File: src/csvrs_pkg.sv
package csvrs_pkg;

    localparam logic [7:0] SEPARATOR_RESET = 8'd44;
    localparam logic [7:0] QUOTE_RESET     = 8'd34;
    localparam logic [7:0] CH_CR           = 8'h0D;
    localparam logic [7:0] CH_LF           = 8'h0A;

    localparam logic OP_BYTE = 1'b0;
    localparam logic OP_END  = 1'b1;

    localparam logic [1:0] EV_BYTE       = 2'd0;
    localparam logic [1:0] EV_FIELD_END  = 2'd1;
    localparam logic [1:0] EV_RECORD_END = 2'd2;
    localparam logic [1:0] EV_TEXT_END   = 2'd3;

    localparam int ADDR_W = 3;
    localparam logic REG_SEPARATOR = 1'b0;
    localparam logic REG_QUOTE     = 1'b1;

    typedef struct packed {
        logic in_quotes;
        logic quote_pending;
        logic record_started;
    } parse_state_t;

    typedef struct packed {
        logic [1:0] event_kind;
        logic [7:0] field_byte;
        logic       text_done;
        logic       unterminated;
    } parse_result_t;

endpackage

File: src/csvrs_step.sv
module csvrs_step
    import csvrs_pkg::*;
(
    input  parse_state_t  state,
    input  logic          opcode,
    input  logic [7:0]    text_byte,
    input  logic [7:0]    separator_char,
    input  logic [7:0]    quote_char,
    output parse_state_t  state_next,
    output logic          result_valid,
    output parse_result_t result
);

    always_comb
    begin
        logic unquoted;
        unquoted     = 1'b0;
        state_next   = state;
        result_valid = 1'b0;
        result       = '0;
        if (opcode == OP_END)
        begin
            result_valid        = 1'b1;
            result.event_kind   = state.record_started ? EV_RECORD_END : EV_TEXT_END;
            result.text_done    = 1'b1;
            result.unterminated = state.in_quotes && !state.quote_pending;
            state_next          = '0;
        end
        else
        begin
            unquoted = 1'b1;
            if (state.in_quotes)
            begin
                unquoted = 1'b0;
                if (state.quote_pending)
                begin
                    state_next.quote_pending = 1'b0;
                    if (text_byte == quote_char)
                    begin
                        result_valid      = 1'b1;
                        result.event_kind = EV_BYTE;
                        result.field_byte = text_byte;
                    end
                    else
                    begin
                        state_next.in_quotes = 1'b0;
                        unquoted             = 1'b1;
                    end
                end
                else if (text_byte == quote_char)
                begin
                    state_next.quote_pending = 1'b1;
                end
                else
                begin
                    result_valid      = 1'b1;
                    result.event_kind = EV_BYTE;
                    result.field_byte = text_byte;
                end
            end
            if (unquoted)
            begin
                if (text_byte == quote_char)
                begin
                    state_next.in_quotes      = 1'b1;
                    state_next.record_started = 1'b1;
                end
                else if (text_byte == separator_char)
                begin
                    state_next.record_started = 1'b1;
                    result_valid              = 1'b1;
                    result.event_kind         = EV_FIELD_END;
                end
                else if (text_byte == CH_CR)
                begin
                    result_valid = 1'b0;
                end
                else if (text_byte == CH_LF)
                begin
                    if (state.record_started)
                    begin
                        state_next.record_started = 1'b0;
                        result_valid              = 1'b1;
                        result.event_kind         = EV_RECORD_END;
                    end
                end
                else
                begin
                    state_next.record_started = 1'b1;
                    result_valid              = 1'b1;
                    result.event_kind         = EV_BYTE;
                    result.field_byte         = text_byte;
                end
            end
        end
    end

endmodule

File: src/csv_record_splitter.sv
// Channel   Direction  tdata           tuser                               tlast
// s_axis    in         text_byte[7:0]  opcode[0]                           -
// m_axis    out        field_byte[7:0] event_kind[1:0], unterminated[2]    text_done
// apb       in/out     separator_char at 0x0, quote_char at 0x4
//
// One request is accepted per cycle while m_axis is not stalled; each goes through an
// input register and then through the parse logic into the output register. The state
// update is three flag bits, done in that single pass through the parse logic.
// rst_n clears the parser state and the pipeline and restores the default characters.
// A stall on m_axis holds the input register; s_axis stalls only when both are full.
module csv_record_splitter
    import csvrs_pkg::*;
(
    input  logic              clk,
    input  logic              rst_n,
    input  logic              s_axis_tvalid,
    output logic              s_axis_tready,
    input  logic [7:0]        s_axis_tdata,   // text_byte[7:0]
    input  logic [0:0]        s_axis_tuser,   // opcode[0]
    output logic              m_axis_tvalid,
    input  logic              m_axis_tready,
    output logic [7:0]        m_axis_tdata,   // field_byte[7:0]
    output logic [2:0]        m_axis_tuser,   // event_kind[1:0], unterminated[2]
    output logic              m_axis_tlast,
    input  logic              psel,
    input  logic              penable,
    input  logic              pwrite,
    input  logic [ADDR_W-1:0] paddr,
    input  logic [31:0]       pwdata,
    output logic [31:0]       prdata,
    output logic              pready
);

    logic [7:0]    separator_reg;
    logic [7:0]    quote_reg;
    logic          in_valid_reg;
    logic          in_op_reg;
    logic [7:0]    in_byte_reg;
    parse_state_t  state_reg;
    parse_state_t  state_next;
    logic          out_valid_reg;
    logic          out_valid_next;
    parse_result_t out_reg;
    logic          step_valid;
    parse_result_t step_result;
    logic          out_free;
    logic          in_fire;
    logic          cfg_write;

    assign pready    = 1'b1;
    assign cfg_write = psel && penable && pwrite && pready;
    assign prdata    = (paddr[1:0] != 2'b00) ? 32'd0 :
                       (paddr[2] == REG_QUOTE) ? {24'd0, quote_reg} : {24'd0, separator_reg};

    always_ff @(posedge clk or negedge rst_n)
    begin
        if (!rst_n)
        begin
            separator_reg <= SEPARATOR_RESET;
            quote_reg     <= QUOTE_RESET;
        end
        else if (cfg_write && paddr[1:0] == 2'b00)
        begin
            if (paddr[2] == REG_SEPARATOR)
            begin
                separator_reg <= pwdata[7:0];
            end
            else
            begin
                quote_reg <= pwdata[7:0];
            end
        end
    end

    assign out_free      = !out_valid_reg || m_axis_tready;
    assign in_fire       = in_valid_reg && out_free;
    assign s_axis_tready = !in_valid_reg || in_fire;

    always_ff @(posedge clk or negedge rst_n)
    begin
        if (!rst_n)
        begin
            in_valid_reg <= 1'b0;
        end
        else if (s_axis_tready)
        begin
            in_valid_reg <= s_axis_tvalid;
        end
    end

    always_ff @(posedge clk)
    begin
        if (s_axis_tready && s_axis_tvalid)
        begin
            in_op_reg   <= s_axis_tuser[0];
            in_byte_reg <= s_axis_tdata;
        end
    end

    csvrs_step u_step (
        .state          (state_reg),
        .opcode         (in_op_reg),
        .text_byte      (in_byte_reg),
        .separator_char (separator_reg),
        .quote_char     (quote_reg),
        .state_next     (state_next),
        .result_valid   (step_valid),
        .result         (step_result)
    );

    assign out_valid_next = out_free ? (in_fire && step_valid) : out_valid_reg;

    always_ff @(posedge clk or negedge rst_n)
    begin
        if (!rst_n)
        begin
            state_reg     <= '0;
            out_valid_reg <= 1'b0;
        end
        else
        begin
            out_valid_reg <= out_valid_next;
            if (in_fire)
            begin
                state_reg <= state_next;
            end
        end
    end

    always_ff @(posedge clk)
    begin
        if (in_fire && step_valid)
        begin
            out_reg <= step_result;
        end
    end

    assign m_axis_tvalid = out_valid_reg;
    assign m_axis_tdata  = out_reg.field_byte;
    assign m_axis_tuser  = {out_reg.unterminated, out_reg.event_kind};
    assign m_axis_tlast  = out_reg.text_done;

`ifndef SYNTHESIS
    a_end_clears_state: assert property (@(posedge clk) disable iff (!rst_n)
        in_fire && in_op_reg == OP_END |=> state_reg == '0)
        else $error("parser state not cleared after end of text");

    a_pending_in_quotes: assert property (@(posedge clk) disable iff (!rst_n)
        state_reg.quote_pending |-> state_reg.in_quotes)
        else $error("pending quote outside a quoted section");

    a_done_kind: assert property (@(posedge clk) disable iff (!rst_n)
        m_axis_tvalid && m_axis_tlast |->
            (m_axis_tuser[1:0] == EV_RECORD_END || m_axis_tuser[1:0] == EV_TEXT_END))
        else $error("end of text carries a wrong event kind");

    a_unterm_only_at_end: assert property (@(posedge clk) disable iff (!rst_n)
        m_axis_tvalid && m_axis_tuser[2] |-> m_axis_tlast)
        else $error("unterminated flag outside end of text");
`endif

endmodule

File: config.mk
export PLATFORM = sky130hd
export DESIGN_NAME = csv_record_splitter
export DESIGN_NICKNAME = d
export VERILOG_FILES = /design/src/csvrs_pkg.sv /design/src/csvrs_step.sv /design/src/csv_record_splitter.sv
export SDC_FILE = /design/constraint.sdc
export NUM_CORES = 1
export LEC_CHECK = 0
export BUFFER_PORTS_ARGS = -buffer_cell sky130_fd_sc_hd__buf_4
export CAP_MARGIN = 0
export CELL_PAD_IN_SITES_DETAIL_PLACEMENT = 1
export CELL_PAD_IN_SITES_GLOBAL_PLACEMENT = 2
export CORE_MARGIN = 10
export CORE_UTILIZATION = 29
export CTS_CLUSTER_DIAMETER = 200
export CTS_CLUSTER_SIZE = 28
export DETAILED_ROUTE_END_ITERATION = 7
export PLACE_DENSITY = 0.87
export SLEW_MARGIN = 0
export SYNTH_ARGS = -nofsm -noshare
export SYNTH_HDL_FRONTEND = slang
export SYNTH_SLANG_ARGS = --single-unit
File: constraint.sdc
create_clock -name clk -period 3.3 [get_ports clk]
set_input_delay 0.495 -clock clk [delete_from_list [all_inputs] [get_ports clk]]
set_output_delay 0.495 -clock clk [all_outputs]
set_load 0.05 [all_outputs]
=== Word level (Yosys, flattened, before mapping) ===
Index checks and enable logic that the tools add are counted.

* Memory bits (read-only): 0
* Register bits after elaboration: 42
* Bits in writable memories: 0
* Input bits: 51
* Memories kept: 0
* Bits in latches: 0
* Logic and storage cells: 81

* Magnitude comparators: 0
* Equality and inequality tests: 5
* Multipliers: 0
* Bitwise operators: 1
* Add/sub/neg operators: 0
* Muxes and demuxes: 42
* Shifts and indexed selects: 0
* Reduce and logical (&&, ||, !) cells: 20
* Div/mod/pow operators: 0

{| class="wikitable"
|+ Operator list
! cell !! number
|-
| $mux 10 || 5
|-
| $mux 8 || 6
|-
| $mux 1 || 24
|-
| $eq 8x4->1 const B || 2
|-
| $eq 8x8->1 || 2
|-
| $mux 2 || 6
|-
| $logic_and 1x1->1 || 7
|-
| $reduce_and 2->1 || 3
|-
| $reduce_bool 2->1 || 3
|-
| $ne 4x2->1 const B || 1
|-
| $logic_not 1->1 || 3
|-
| $mux 3 || 1
|-
| $reduce_and 3->1 || 1
|-
| $logic_not 2->1 || 1
|-
| $logic_or 1x1->1 || 2
|-
| $not 1->1 || 1
|}

=== Longest topological paths before layout ===
* Word-level depth: 12
* Gate-level depth with buffers: 10
* Mapped depth without buffers: 10

=== By module ===
From an unflattened synthesis, not the netlist that was laid out.

* Cell total of the unflattened synthesis: 203
* Area, all modules: 2376.0 µm²

{| class="wikitable"
|+ By module, submodules not included
! module !! area an instance (µm²) !! cells an instance !! times used
|-
| csv_record_splitter || 1824.2 || 122 || 1
|-
| csvrs_step || 551.8 || 81 || 1
|}

=== Worst setup path before layout ===
OpenSTA, ideal clock, no wires.

* Path type: reg2reg
* Start: register in_byte_reg[6]
* End: register out_reg (netlist bit m_axis_tdata[0]) (enable)
* Data arrival time: 2250 ps
* Library setup time: 298 ps
* Stages on the path, launching flop included: 11
* Period minus slack after synthesis: 2548 ps
* Setup slack: 752 ps
* Path through: edfxtp_1 -> xor2_1 -> nor4_4 -> nand2_2 -> inv_1 -> ha_1 -> a21oi_1 -> a21oi_1 -> nor3_1 -> nand3_1 -> and3b_1

* Cells in the longest elaborated chain, start to end: 12

{| class="wikitable"
|+ RTL lines
! what !! line !! source
|-
| from (decl) || csv_record_splitter.sv:38 || <nowiki>logic [7:0] in_byte_reg;</nowiki>
|-
| from (signal assigned) || csv_record_splitter.sv:96 || <nowiki>in_byte_reg <= s_axis_tdata;</nowiki>
|-
| $eq 8x8->1 || csvrs_step.sv:38, csvrs_step.sv:50, csvrs_step.sv:63 ||
|-
| $mux 1, on equally long branches || csvrs_step.sv:38, csvrs_step.sv:50 ||
|-
| $mux 1 || csvrs_step.sv:35 || <nowiki>if (state.quote_pending)</nowiki>
|-
| $mux 1 || csvrs_step.sv:32 || <nowiki>if (state.in_quotes)</nowiki>
|-
| $mux 1 || csvrs_step.sv:80 || <nowiki>if (state.record_started)</nowiki>
|-
| $mux 1 || csvrs_step.sv:78 || <nowiki>else if (text_byte == CH_LF)</nowiki>
|-
| $mux 1 || csvrs_step.sv:74 || <nowiki>else if (text_byte == CH_CR)</nowiki>
|-
| $mux 1 || csvrs_step.sv:68 || <nowiki>else if (text_byte == separator_char)</nowiki>
|-
| $mux 1 || csvrs_step.sv:63 || <nowiki>if (text_byte == quote_char)</nowiki>
|-
| $mux 1 (*) || csvrs_step.sv:61 || <nowiki>if (unquoted)</nowiki>
|-
| $mux 1 (*) || csvrs_step.sv:21 || <nowiki>if (opcode == OP_END)</nowiki>
|-
| $logic_and 1x1->1 (*) || csv_record_splitter.sv:132 || <nowiki>if (in_fire && step_valid)</nowiki>
|-
| to (signal assigned) || csv_record_splitter.sv:134 || <nowiki>out_reg <= step_result;</nowiki>
|-
| to (decl) || csv_record_splitter.sv:43 || <nowiki>parse_result_t out_reg;</nowiki>
|}

Every way passes the cells marked *; elsewhere a longest branch is shown, timed or not. The select of a mux whose other input is x is not followed.
A chain may end at the register's enable or synchronous reset.

=== Worst setup path in the final report ===
* Start: register in_byte_reg[7]
* End: register out_reg (netlist bit m_axis_tuser[1]) (enable)

The elaborated chain is that of the path after synthesis.

==> out/summary.txt <==
CP most frequent cell -> a21oi_1
PD cells -> 487 nW/um^2
routed len/inst -> 15.9 um
fin util -> 36.0%
worst hold path class -> primary input to asynchronous set/reset pin
H-tree depth -> 2
Cells after Synth -> 208
Req. time, crit path -> 3.27 ns
I/O pin total -> 98
Inserted Diodes -> 0
Tot Pwr -> 1.37 mW
finished layout cell area -> 2810 um^2
post-route setup slack -> 0.313 ns
setup TNS -> 0 ns
# rows -> 32
CTS Hold Buffers Added -> 0
DP Area -> 2730 um^2
non-filler cells, final -> 359
CTS Buf Count -> 5
maximum vdd drop -> 0.168 mV
max capacitance violation total -> 0
Core ar. -> 7810 um^2
Worst Max-Slew Pin Slew -> 0.576 ns
Critical Path End Type -> flip-flop
Lkg Pwr -> 1.26 nW
share of cells above drive strength 1 -> 31.1%
via-per-instance ratio -> 4.51
clk_lat worst skew -> 0.29 ns
synthesis-stage register bit count -> 42
layout net count -> 309
largest net degree at the start of global routing -> 22
Die X -> 110 um
area grow syn2layout -> 19.1%
Initial Utilization -> 30.3%
CP bufs+invs -> 1
CTS sink count -> 42
TritonRoute pass-1 iters -> 4
drt initial violations -> 66
initial antenna violation count -> 0
Hold WS -> 0.0846 ns
pre-CTS WS -> 0.291 ns
WS Path Type -> flip-flop to flip-flop
Crit path max-delay family -> simple AND/OR/NAND/NOR gates
RSZ-0062 raised after global routing -> no
dpl hpwl -> 4620 um
post-cts resize count -> 0
crit path time final -> 2.99 ns
setup bufs post-CTS -> 0
Max clock buf depth -> 2
synth warn -> 0
fin. max-slew vios -> 0
GRT Util Overall -> 9.37%
Avg Cell Area, Syn -> 11.4 um^2
# port buffers -> 48
Clk pin slew, worst setup/hold paths -> 0.08 ns
first-pass GRT wire length -> 9070 um
CP Cell Sequence -> xor2_1 > nor4_4 > nand2_2 > inv_1 > ha_1 > a21oi_1 > a21oi_1 > nor3_1 > nand3_1 > and3b_1
reg-to-reg startpoint -> in_byte_reg[7]
Max Clock Freq -> 0.335 GHz
critical path startpoint category -> flip-flop
r2r setup slk -> 0.31 ns
Rel. slew slack -> 61.6%
Inst Count DP -> 351
crit-path max cell delay -> 0.48 ns
height of the die -> 110 um
skew final -> 0.0101 ns
register area share after synthesis -> 49.2%
Post-Syn Area -> 2360 um^2
Reg2Reg Capture Point -> m_axis_tuser[1]
CTS Root Cell -> clkbuf_8
# DRC -> 0
final hold vios -> 0
maximum fanout along the worst path -> 12
CTS tree -> done
vias in the first global route -> 1836
antenna-violating nets left -> 0
placer congestion estimate -> 0.803
setup violators final -> 0
count of cell types in the netlist -> 42
gr ovfl total -> 0
vias -> 1620
R2R cell count -> 10
total die area -> 12200 um^2
overall routed net length -> 5710 um
WP data arrival -> 2.96 ns
worst-path cell with the longest stage delay -> edfxtp_1
run status -> complete, no violations
Tcrit/Tclk final -> 90.5%
==> per-layer routing <==
layer | vias to the layer above | wire [um] | GRT usage (%)
met3 | 3 | 295 | 2.44
li1 | 783 | - | -
met4 | 0 | 24 | 2.94
met5 | - | 0 | 0
met1 | 791 | 2510 | 11.2
met2 | 43 | 2880 | 16.1
==> cells in the mapped netlist <==
master,n,area share (%)
edfxtp_1,21,27
mux2i_1,8,3.4
o21ai_1,1,0.21
and3_1,2,0.53
or4_1,1,0.32
a2111oi_2,1,0.64
nor2b_1,1,0.26
xor2_1,16,5.9
and2_1,3,0.79
nor4_4,2,1.8
clkbuf_1,5,0.79
a31oi_1,3,0.79
nor3b_1,3,0.95
buf_2,1,0.21
and3b_1,2,0.74
nand4_1,1,0.26
a32o_1,1,0.42
nand3_1,6,1.3
a21oi_1,6,1.3
o31ai_1,2,0.64
conb_1,2,0.32
nand2_1,4,0.64
o22ai_1,2,0.53
or3_1,1,0.26
nor4bb_1,2,0.85
buf_4,25,7.9
inv_1,11,1.7
nor3_1,1,0.21
a2111oi_1,3,1.3
a21bo_1,1,0.42
a311oi_1,2,0.74
mux2_2,16,7.6
or2_1,1,0.26
nand2_2,1,0.26
dfstp_2,5,5.6
dfrtp_1,16,17
nand2b_1,2,0.53
nor4_1,1,0.26
ha_1,2,1.1
o21ai_0,5,1.1
a41o_1,2,0.85
nor2_1,17,2.7
==> power by group <==
part	switching, mW	internal, mW
combinational	0.244	0.128
sequential	0.0608	0.628
clock	0.165	0.146
==> worst reg2reg max path, cell delays in order (launching register included) <==
cell and delay, ns:
edfxtp_1 0.48, xor2_1 0.23, nor4_4 0.36, nand2_2 0.19, inv_1 0.20, ha_1 0.28, a21oi_1 0.17, a21oi_1 0.08
nor3_1 0.19, nand3_1 0.13, and3b_1 0.37
==> worst max path at each step <==
stage | endpoint | start | slack (ns) | cells past startpoint
final | m_axis_tuser[1] | in_byte_reg[7] | 0.31 | 10
after global routing | m_axis_tuser[1] | in_byte_reg[7] | 0.06 | 10
after CTS | m_axis_tuser[1] | in_byte_reg[7] | 0.28 | 10
after detailed placement | m_axis_tdata[5] | in_byte_reg[7] | 0.29 | 10
after global placement | m_axis_tdata[4] | in_byte_reg[7] | 0.36 | 10
after floorplan | m_axis_tdata[0] | in_byte_reg[6] | 0.75 | 10
==> placed cells by master (no fill, tap or decap), types with 4 or more instances in the layout <==
master / instances
buf_4: 49
conb_1: 25
edfxtp_1: 21
nor2_1: 17
xor2_1: 16
mux2_2: 16
dfrtp_1: 16
inv_1: 11
mux2i_1: 8
nand3_1: 6
a21oi_1: 6
o21ai_0: 5
clkbuf_8: 5
dfstp_2: 5
nand2_1: 4
==> kinds of logic after synthesis <==
logic type               count (synthesis)  synth area share [%]
AND/OR/NAND/NOR                         51                  12.9
buffers and inverters                   42                  10.7
multiplexers                            24                  11.0
AO/OA/AOI/OAI                           29                  8.84
flip-flops                              42                  49.2
adder cells (fa/ha/maj)                  2                  1.06
other                                    2                 0.318
XOR/XNOR                                16                  5.93
==> area by class of cell <==
class | instances | area (um^2)
multi-input combinational | 147 | 1030
fill | 882 | 4990
tap | 102 | 128
clock buffer | 6 | 72.6
sequential | 42 | 1160
clock inverter | 2 | 8.76
inverter | 11 | 41.3
timing repair buffer | 49 | 368
(Power assumes the default switching activity.)
